===== src/rtl/pcl_pc_pkg.sv =====
// Package for the PCL page counter: byte codes, field widths and the
// operand word handed from the parser to the page multiplier.
// No dependencies.
package pcl_pc_pkg;

    // Field widths.
    localparam int BYTE_W  = 8;
    localparam int NUM_W   = 30;
    localparam int DIGIT_W = 4;
    localparam int FF_W    = 32;
    localparam int PAGES_W = 62;
    localparam int TDATA_W = 64;

    // Longest decimal parameter that is collected.
    localparam logic [DIGIT_W-1:0] MAX_DIGITS = 4'd9;

    // Byte codes seen by the parser.
    localparam logic [BYTE_W-1:0] CH_ESC    = 8'd27;
    localparam logic [BYTE_W-1:0] CH_FF     = 8'd12;
    localparam logic [BYTE_W-1:0] CH_LPAREN = 8'h28;
    localparam logic [BYTE_W-1:0] CH_RPAREN = 8'h29;
    localparam logic [BYTE_W-1:0] CH_AMP    = 8'h26;
    localparam logic [BYTE_W-1:0] CH_STAR   = 8'h2A;
    localparam logic [BYTE_W-1:0] CH_ZERO   = 8'h30;
    localparam logic [BYTE_W-1:0] CH_NINE   = 8'h39;
    localparam logic [BYTE_W-1:0] CH_LOW_S  = 8'h73;
    localparam logic [BYTE_W-1:0] CH_LOW_B  = 8'h62;
    localparam logic [BYTE_W-1:0] CH_LOW_M  = 8'h6D;
    localparam logic [BYTE_W-1:0] CH_LOW_L  = 8'h6C;
    localparam logic [BYTE_W-1:0] CH_UP_W   = 8'h57;
    localparam logic [BYTE_W-1:0] CH_UP_X   = 8'h58;

    // Final counts of one stream, taken by the multiplier stage.
    typedef struct packed {
        logic [FF_W-1:0]  form_feeds;
        logic [NUM_W-1:0] multiplier;
    } pcl_operands_t;

endpackage


===== src/rtl/pcl_pc_parser.sv =====
// Byte-serial PCL escape parser with the form feed and copy counters.
// Depends on pcl_pc_pkg.
module pcl_pc_parser (
    input  logic                          clk,
    input  logic                          rst_n,
    input  logic                          step,      // parse one byte this cycle
    input  logic [pcl_pc_pkg::BYTE_W-1:0] data_byte,
    input  logic                          last,
    output pcl_pc_pkg::pcl_operands_t     operands   // counts after this byte
);
    import pcl_pc_pkg::*;

    typedef enum logic [3:0] {
        PH_IDLE  = 4'd0,
        PH_ESC   = 4'd1,
        PH_PAREN = 4'd2,
        PH_PSNUM = 4'd3,
        PH_AMP   = 4'd4,
        PH_ALNUM = 4'd5,
        PH_STAR  = 4'd6,
        PH_SBNUM = 4'd7,
        PH_SMNUM = 4'd8,
        PH_SKIP  = 4'd9
    } phase_t;

    phase_t              phase_reg, phase_next;
    logic [NUM_W-1:0]    number_reg, number_next;
    logic [DIGIT_W-1:0]  digits_reg, digits_next;
    logic [NUM_W-1:0]    skip_reg, skip_next;
    logic [FF_W-1:0]     ff_reg, ff_next;
    logic [NUM_W-1:0]    mult_reg, mult_next;

    logic                is_digit;
    logic                digit_room;
    logic [NUM_W-1:0]    number_acc;
    logic [NUM_W-1:0]    skip_dec;
    logic                star_ok;
    logic                ff_hit;

    // Small helpers shared by the transitions.
    always_comb
    begin
        is_digit   = (data_byte >= CH_ZERO) && (data_byte <= CH_NINE);
        digit_room = digits_reg < MAX_DIGITS;
        number_acc = (number_reg << 3) + (number_reg << 1)
                   + {{(NUM_W-BYTE_W){1'b0}}, data_byte - CH_ZERO};
        skip_dec   = (skip_reg != '0) ? skip_reg - 1'b1 : skip_reg;
        star_ok    = (phase_reg != PH_STAR) && (phase_reg != PH_SBNUM)
                  && (phase_reg != PH_SMNUM);
    end

    // Next state for one byte.
    always_comb
    begin
        phase_next  = phase_reg;
        number_next = number_reg;
        digits_next = digits_reg;
        skip_next   = skip_reg;
        mult_next   = mult_reg;
        ff_hit      = 1'b0;

        unique case (phase_reg)
            PH_IDLE:
            begin
                if (data_byte == CH_ESC)
                    phase_next = PH_ESC;
                else
                    ff_hit = (data_byte == CH_FF);
            end
            PH_ESC:
            begin
                if (data_byte == CH_LPAREN || data_byte == CH_RPAREN)
                    phase_next = PH_PAREN;
                else if (data_byte == CH_AMP)
                    phase_next = PH_AMP;
                else if (data_byte == CH_STAR)
                    phase_next = PH_STAR;
                else
                begin
                    ff_hit     = (data_byte == CH_FF);
                    phase_next = PH_IDLE;
                end
            end
            PH_PAREN, PH_AMP, PH_STAR:
            begin
                if (phase_reg == PH_PAREN && data_byte == CH_LOW_S)
                begin
                    number_next = '0;
                    digits_next = '0;
                    phase_next  = PH_PSNUM;
                end
                else if (phase_reg == PH_AMP && data_byte == CH_LOW_L)
                begin
                    number_next = '0;
                    digits_next = '0;
                    phase_next  = PH_ALNUM;
                end
                else if (phase_reg == PH_STAR && data_byte == CH_LOW_B)
                begin
                    number_next = '0;
                    digits_next = '0;
                    phase_next  = PH_SBNUM;
                end
                else if (star_ok && data_byte == CH_STAR)
                    phase_next = PH_STAR;
                else
                begin
                    ff_hit     = (data_byte == CH_FF);
                    phase_next = PH_IDLE;
                end
            end
            PH_PSNUM, PH_ALNUM, PH_SBNUM, PH_SMNUM:
            begin
                if (is_digit)
                begin
                    // An extra digit beyond the limit aborts the escape.
                    if (digit_room)
                    begin
                        number_next = number_acc;
                        digits_next = digits_reg + 1'b1;
                    end
                    else
                        phase_next = PH_IDLE;
                end
                else if (data_byte == CH_UP_W && phase_reg != PH_ALNUM)
                begin
                    skip_next  = number_reg;
                    phase_next = (number_reg != '0) ? PH_SKIP : PH_IDLE;
                end
                else if (data_byte == CH_UP_X && phase_reg == PH_ALNUM)
                begin
                    if (number_reg > NUM_W'(1))
                        mult_next = number_reg;
                    phase_next = PH_IDLE;
                end
                else if (data_byte == CH_LOW_M && phase_reg == PH_SBNUM)
                begin
                    number_next = '0;
                    digits_next = '0;
                    phase_next  = PH_SMNUM;
                end
                else if (star_ok && data_byte == CH_STAR)
                    phase_next = PH_STAR;
                else
                begin
                    ff_hit     = (data_byte == CH_FF);
                    phase_next = PH_IDLE;
                end
            end
            PH_SKIP:
            begin
                skip_next = skip_dec;
                if (skip_dec == '0)
                    phase_next = PH_IDLE;
            end
            default:
            begin
                phase_next = PH_IDLE;
            end
        endcase

        // Form feed count saturates at its maximum.
        ff_next = (ff_hit && ff_reg != '1) ? ff_reg + 1'b1 : ff_reg;
    end

    assign operands.form_feeds = ff_next;
    assign operands.multiplier = mult_next;

    // Parser state; the last byte of a stream returns everything to reset.
    always_ff @(posedge clk or negedge rst_n)
    begin
        if (!rst_n)
        begin
            phase_reg  <= PH_IDLE;
            number_reg <= '0;
            digits_reg <= '0;
            skip_reg   <= '0;
            ff_reg     <= '0;
            mult_reg   <= NUM_W'(1);
        end
        else if (step)
        begin
            if (last)
            begin
                phase_reg  <= PH_IDLE;
                number_reg <= '0;
                digits_reg <= '0;
                skip_reg   <= '0;
                ff_reg     <= '0;
                mult_reg   <= NUM_W'(1);
            end
            else
            begin
                phase_reg  <= phase_next;
                number_reg <= number_next;
                digits_reg <= digits_next;
                skip_reg   <= skip_next;
                ff_reg     <= ff_next;
                mult_reg   <= mult_next;
            end
        end
    end

endmodule


===== src/rtl/pcl_pc_mult.sv =====
// Operand register, 32 x 30 page multiplier and result register.
// Depends on pcl_pc_pkg.
module pcl_pc_mult (
    input  logic                           clk,
    input  logic                           rst_n,
    input  logic                           load,       // operands of a finished stream
    input  pcl_pc_pkg::pcl_operands_t      operands,
    output logic                           load_ready, // operand slot can take a word
    output logic                           m_tvalid,
    input  logic                           m_tready,
    output logic [pcl_pc_pkg::TDATA_W-1:0] m_tdata     // [61:0] pages, [63:62] zero
);
    import pcl_pc_pkg::*;

    pcl_operands_t        op_reg;
    logic                 op_valid_reg;
    logic [PAGES_W-1:0]   pages_reg;
    logic                 out_valid_reg;
    logic                 out_ready;
    logic                 op_move;
    logic [PAGES_W-1:0]   product;

    assign out_ready  = !out_valid_reg || m_tready;
    assign op_move    = op_valid_reg && out_ready;
    assign load_ready = !op_valid_reg || out_ready;

    // The full product of 32 by 30 bits fits in the page field.
    assign product = PAGES_W'({{(NUM_W){1'b0}}, op_reg.form_feeds}
                            * {{(FF_W){1'b0}}, op_reg.multiplier});

    // Stage valid flags.
    always_ff @(posedge clk or negedge rst_n)
    begin
        if (!rst_n)
        begin
            op_valid_reg  <= 1'b0;
            out_valid_reg <= 1'b0;
        end
        else
        begin
            if (load_ready)
                op_valid_reg <= load;
            if (out_ready)
                out_valid_reg <= op_valid_reg;
        end
    end

    // Payload registers.
    always_ff @(posedge clk)
    begin
        if (load && load_ready)
            op_reg <= operands;
        if (op_move)
            pages_reg <= product;
    end

    assign m_tvalid = out_valid_reg;
    assign m_tdata  = {{(TDATA_W-PAGES_W){1'b0}}, pages_reg};

endmodule


===== src/rtl/pcl_page_counter_unit.sv =====
// PCL page counter: one byte per cycle in unless stalled, one page total per stream.
// A result passes through the input, operand and result registers in turn.
// Throughput: one byte per cycle unless a last byte waits for a busy operand slot.
// Reset (rst_n, asynchronous, active low) empties all stages, clears the counts and
// sets the copy multiplier to one. Depends on pcl_pc_pkg, pcl_pc_parser, pcl_pc_mult.
module pcl_page_counter_unit (
    input  logic                           clk,
    input  logic                           rst_n,
    input  logic                           s_tvalid,
    output logic                           s_tready,
    input  logic [pcl_pc_pkg::BYTE_W-1:0]  s_tdata,   // [7:0] data_byte
    input  logic                           s_tlast,   // last
    output logic                           m_tvalid,
    input  logic                           m_tready,
    output logic [pcl_pc_pkg::TDATA_W-1:0] m_tdata    // [61:0] pages, [63:62] zero
);
    import pcl_pc_pkg::*;

    logic                in_valid_reg;
    logic [BYTE_W-1:0]   in_data_reg;
    logic                in_last_reg;
    logic                in_move;
    logic                load_ready;
    pcl_operands_t       operands;

    // A byte leaves the input register unless it closes a stream and the
    // operand slot is still occupied.
    assign in_move  = in_valid_reg && (!in_last_reg || load_ready);
    assign s_tready = !in_valid_reg || in_move;

    // Input register.
    always_ff @(posedge clk or negedge rst_n)
    begin
        if (!rst_n)
            in_valid_reg <= 1'b0;
        else if (s_tready)
            in_valid_reg <= s_tvalid;
    end

    always_ff @(posedge clk)
    begin
        if (s_tvalid && s_tready)
        begin
            in_data_reg <= s_tdata;
            in_last_reg <= s_tlast;
        end
    end

    pcl_pc_parser u_parser (
        .clk       (clk),
        .rst_n     (rst_n),
        .step      (in_move),
        .data_byte (in_data_reg),
        .last      (in_last_reg),
        .operands  (operands)
    );

    pcl_pc_mult u_mult (
        .clk        (clk),
        .rst_n      (rst_n),
        .load       (in_move && in_last_reg),
        .operands   (operands),
        .load_ready (load_ready),
        .m_tvalid   (m_tvalid),
        .m_tready   (m_tready),
        .m_tdata    (m_tdata)
    );

endmodule

===== config.mk =====
export PLATFORM = sky130hd
export DESIGN_NAME = pcl_page_counter_unit
export DESIGN_NICKNAME = d
export VERILOG_FILES = /design/src/rtl/pcl_pc_pkg.sv /design/src/rtl/pcl_pc_parser.sv /design/src/rtl/pcl_pc_mult.sv /design/src/rtl/pcl_page_counter_unit.sv
export SDC_FILE = /design/constraint.sdc
export NUM_CORES = 2
export LEC_CHECK = 0
export BUFFER_PORTS_ARGS = -buffer_cell sky130_fd_sc_hd__buf_2
export CAP_MARGIN = 20
export CORE_ASPECT_RATIO = 1.25
export CORE_MARGIN = 10
export CORE_UTILIZATION = 45
export DETAILED_ROUTE_END_ITERATION = 7
export PLACE_DENSITY = 0.65
export SLEW_MARGIN = 20
export SYNTH_ARGS = -nofsm -noshare
export SYNTH_HDL_FRONTEND = slang
export SYNTH_SLANG_ARGS = --single-unit

===== constraint.sdc =====
create_clock -name clk -period 20.3 [get_ports clk]
set_input_delay 2.03 -clock clk [delete_from_list [all_inputs] [get_ports clk]]
set_output_delay 2.03 -clock clk [all_outputs]
set_load 0.05 [all_outputs]

Yosys cells after proc, flatten, opt, wreduce, memory -nomap -nowiden. Index checks and enable logic that the tools add are counted.

Output and inout port bits: 66. Flip-flop bits (word level): 266. Input port bits: 13.

Multiply operators: 1. $lt $le $gt $ge: 4. Mux-type cells: 63. Reductions and logical operators: 36. Eq/ne operators: 36. Add/subtract/negate cells: 6.

Operators by type and width (count): 30-bit two-way mux (19); 30-bit one-hot mux with 2 select lines (2); 4-bit two-way mux (23); 32-bit two-way mux (2); 32-bit by 30-bit multiplier with 62-bit output (1); 30-bit nonzero test (2); 8-bit by 7-bit == test with 1-bit output, second input constant (6); 32-bit by 1-bit adder with 32-bit output, second input constant (1); 8-bit by 6-bit == test with 1-bit output, second input constant (4); 32-bit != test, second input constant (1); 30-bit adder (1); 30-bit by 8-bit adder with 30-bit output (1); 30-bit by 1-bit greater-than comparator with 1-bit output, second input constant (1); 30-bit logical NOT (1); 30-bit by 1-bit subtractor with 30-bit output, second input constant (1); 4-bit by 3-bit != test with 1-bit output, second input constant (5); 4-bit one-hot mux with 5 select lines (1); 4-bit by 3-bit == test with 1-bit output, second input constant (4); 1-bit logical AND (16); 1-bit two-way mux (12); 4-bit != test, second input constant (3); 3-bit by 2-bit != test with 1-bit output, second input constant (3); 4-bit by 2-bit == test with 1-bit output, second input constant (2); 4-bit == test, second input constant (2); 22 further kinds (32).

Logic depth before layout (Yosys ltp).
Depth after elaboration: 13. Gate-level depth with buffers: 29. Gate-level depth less buffers: 27.

Modules after synthesis. Synthesis repeated with hierarchy kept, for this count alone.

Cells, all modules: 4803. Area, all modules: 45509.9 µm².

By module, submodules not included: pcl_pc_mult (area an instance 35581.6 µm², sequential area each 3773.6 µm², cells an instance 3685, times used 1); pcl_pc_parser (area an instance 9579.2 µm², sequential area each 3254.4 µm², cells an instance 1102, times used 1); pcl_page_counter_unit (area an instance 349.1 µm², sequential area each 295.3 µm², cells an instance 16, times used 1).

Worst setup path before layout. No wires, ideal clock.

Path kind: register to register. Start: register u_mult.op_reg[4] (netlist name). End: register u_mult.pages_reg[61] (data pin). Stages on the path, launching flop included: 28. Path slack: 13.017 ns. Buffers on the path: 2. Data required time: 20.093 ns. Arrival: 7.076 ns. Path through: edfxtp_1 > clkbuf_1 > and2_1 > fa_1 > fa_1 > fa_1 > inv_1 > fa_1 > inv_1 > fa_1 > inv_1 > fa_1 > inv_1 > fa_1 > inv_1 > fa_1 > inv_1 > ha_1 > clkbuf_1 > nand2_1 > nor2_1 > a221o_1 > a32o_1 > o21ai_1 > a211oi_1 > a211oi_1 > o211ai_1 > a2111oi_0.

Longest elaborated chain between the ends: 1.

RTL lines: start: declaration (RTL line pcl_pc_mult.sv:15) `pcl_operands_t op_reg;`; start signal: assignment (RTL line pcl_pc_mult.sv:52) `op_reg <= operands;`; 32-bit by 30-bit multiplier with 62-bit output (RTL line pcl_pc_mult.sv:29) `* {{(FF_W){1'b0}}, op_reg.multiplier});`; named net u_mult.product[61] (RTL line pcl_pc_mult.sv:21) `logic [PAGES_W-1:0] product;`; end signal: assignment (RTL line pcl_pc_mult.sv:54) `pages_reg <= product;`; end: declaration (RTL line pcl_pc_mult.sv:17) `logic [PAGES_W-1:0] pages_reg;`.

The timed path passes the listed nets, and every way through them passes these cells. A chain may end at the register's enable or synchronous reset.

Worst setup path after layout.
Start: register u_mult.op_reg[53] (netlist name). End: register u_mult.pages_reg[58] (data pin).

The elaborated chain is that of the path after synthesis.

==> results.md <==
* Worst slew margin at between 20 and 30%
* Worst-skew pair later-pin latency at a little under 0.6 ns
* Routed length per instance at 20.1 um
* RSZ-0062 raised after global routing: false
* Root Driver: clkbuf_16
* WP data required at between 20 and 25 ns
* LEAKAGE at around 0.023 uW
* Clock period minus worst slack at approximately 9.1 ns
* GRT Residual Overflow at 0
* Max cap viols at 0
* Most common cell after layout, fill and taps aside: inv_1
* Seq/Total Area, Yosys at approximately 16%
* Number of global-route vias before repair at ~35,000
* Nets at ~5,900
* Cell Count Post-Placement at 5,981
* Core area at 0.0994 mm^2
* R2R Setup Slk at ~11 ns
* Met3 usage at under 10%
* YS warnings at 0
* Die Y-Extent at between 300 and 400 um
* Drt pass-1 iters at 5
* Initial antenna violation count at 3
* Final Non-Filler Cells at 6,045
* Sink Count at around 270
* Share of layout cells above drive strength 1 at 5.66%
* Worst Path Arrival at between 9 and 10 ns
* Status: finished, final reports clean
* Routed vias at roughly 33,000
* Mapped Cells at about 4,800
* Post-route cell area at 0.0480 mm^2
* Setup TNS at 0 ns
* Top cell by count, worst path: fa_1
* Final hold violations at 0
* Crit Path Max Fanout at 16
* Clock Skew at between 0.03 and 0.04 ns
* Least-Margin Pin Slew at about 1.0 ns
* Die area at 0.114 mm^2
* CP peak stage delay at between 0.9 and 1 ns
* Post-synthesis average cell area at around 9.4 um^2
* Starting DRT DRC Count at between 2,000 and 2,500
* Routability cong. at 0.878
* CP Launch Type: flip-flop
* Num CTS Buffers at 34
* DR vias/cell at about 5.5
* Crit. End Element: flip-flop
* H-tree levels at 2
* Routed wire length at around 120,000 um
* DIE WIDTH at between 300 and 400 um
* Final slew viol count at 0
* Rows at between 100 and 150
* Area Overhead vs Synth at 6.04%
* Maximum number of pins on one net before global-route repair at slightly below 90
* Worst-path cell chain: buf_4 -> nand2_1 -> fa_1 -> inv_1 -> fa_1 -> inv_1 -> fa_1 -> inv_1 -> fa_1 -> fa_1 -> fa_1 -> fa_1 -> ha_1 -> ha_1 -> nand2_1 -> or4_1 -> or3_1 -> a211oi_1 -> nor4b_1 -> buf_4 -> nor3_1 -> a21oi_1 -> nand3_1 -> o311ai_1
* Post-place instance area at between 0.04 and 0.05 mm^2
* DRC at 0
* Critical path type: reg2reg
* Cts hold-fix bufs at 0
* Global-route wire length before repair at a little under 200,000 um
* PwrDens at roughly 120 mW/mm^2
* Reg clk slew, reported paths at approximately 0.060 ns
* Synthesis-stage register bit count at 266
* Post-synth EDFFs at approximately 130
* Commonest non-fill, non-tap cells in the layout: inv_1, fa_1, and2_1, nand2_1, ha_1
* Post-CTS setup buffers at 0
* Crit-path slowest cell: edfxtp_1
* # resized after CTS at 0
* CTS tree: built
* Cell variety after synth at 85
* Met1 GRT Util at 27.0%
* Met2 usage at 36.9%
* I/O Pins at between 70 and 80
* Hold Crit Class: reg2reg
* Hold WS at 0.488 ns
* GRT busiest layer: met2
* DP HPWL at around 90,000 um
* Total GRT Usage at between 20% and 30%
* Detail Route Antenna Nets at 0
* Port Buf Inserts at 76
* Max Buffers Root-to-Sink at 3
* Final period utilization at about 45%
* Fin util at between 40% and 50%
* Synth Flop Type: edfxtp_1
* Initial Utilization at about 45%
* Post-Syn Area at roughly 0.045 mm^2
* Worst IR drop on VDD at approximately 0.00019 V
* Final Setup Violations at 0
* Async SR Flop Fraction at between 50% and 60%
* FMAX at ~0.11 GHz
## area by class of cell
cell class	count	area (um^2)
fill	9438	51500
multi-input combinational	3339	33400
sequential	266	7320
inverter	915	3430
tap	1310	1640
timing repair buffer	152	972
clock buffer	46	957
clock inverter	16	180
antenna	1	2.50
## cell families (layout without fill, tap and decap cells)
family,after synthesis,count (layout),share of synthesized area (%)
simple gates,1485,1485,17.0
fa+ha+maj,1150,1150,45.8
xor+xnor,123,123,2.38
compound gates,549,549,7.91
other cells,1,3,0.00829
buf+inv,1191,1129,9.93
flops,266,266,16.2
mux,30,30,0.780
## metal layers
metal  share of wire, %  vias up
met2                 50     1053
met5                  0        -
met3                6.4      231
li1                   -    14700
met1                 40    17100
met4                4.3        0
## report_power, final
part,internal (uW),switching [uW]
logic,1500,2620
clock network,373,264
registers,786,22.2
total,2650,2910
## worst max-delay path: cells and delay by family, from the launching register on
family / cells / cell delay, ns
flops: 1 / 0.94
compound gates: 3 / 1.07
simple gates: 7 / 1.88
fa+ha+maj: 9 / 4.17
buf+inv: 5 / 0.76
## synth_stat cells, types with 27 or more instances
library cell    n  share of area [%]
clkbuf_1      266                2.2
inv_1         914                7.6
nand2_1       533                4.4
nand3_1        44               0.49
o21ai_0       136                1.5
a22o_1         67                1.3
ha_1          308                8.5
xnor2_1        80                1.5
dfrtp_1       132                7.3
a21o_1         39               0.65
a21oi_1       138                1.5
nor2_1        122                1.0
fa_1          842                 37
xor2_1         43               0.83
edfxtp_1      133                8.8
and3_1         27               0.37
and2_1        573                7.9
nor3_1         44               0.49
nand4_1        30               0.41
## through the flow
stage                     power, uW  setup slack (ns)
after global placement         4890             11.18
final                          5560             11.19
after floorplan                3790             13.02
after CTS                      5590             11.19
after detailed placement       4930             11.22
after global routing           6080             10.75
## path summary, 6_finish.rpt
check / end / startpoint / depth (start not counted)
hold / removal: u_mult.m_tvalid / u_mult.op_valid_reg / 1
setup reg to reg: u_mult.pages_reg[58] / u_mult.op_reg[53] / 24
setup / recovery: u_mult.pages_reg[58] / u_mult.op_reg[53] / 24
min in group asynchronous: u_parser.skip_reg[5] / rst_n / 1
max in group asynchronous: u_parser.phase_reg[1] / rst_n / 2
hold reg to reg: u_mult.m_tvalid / u_mult.op_valid_reg / 1
No activity file was read; power rests on OpenSTA's default activity.
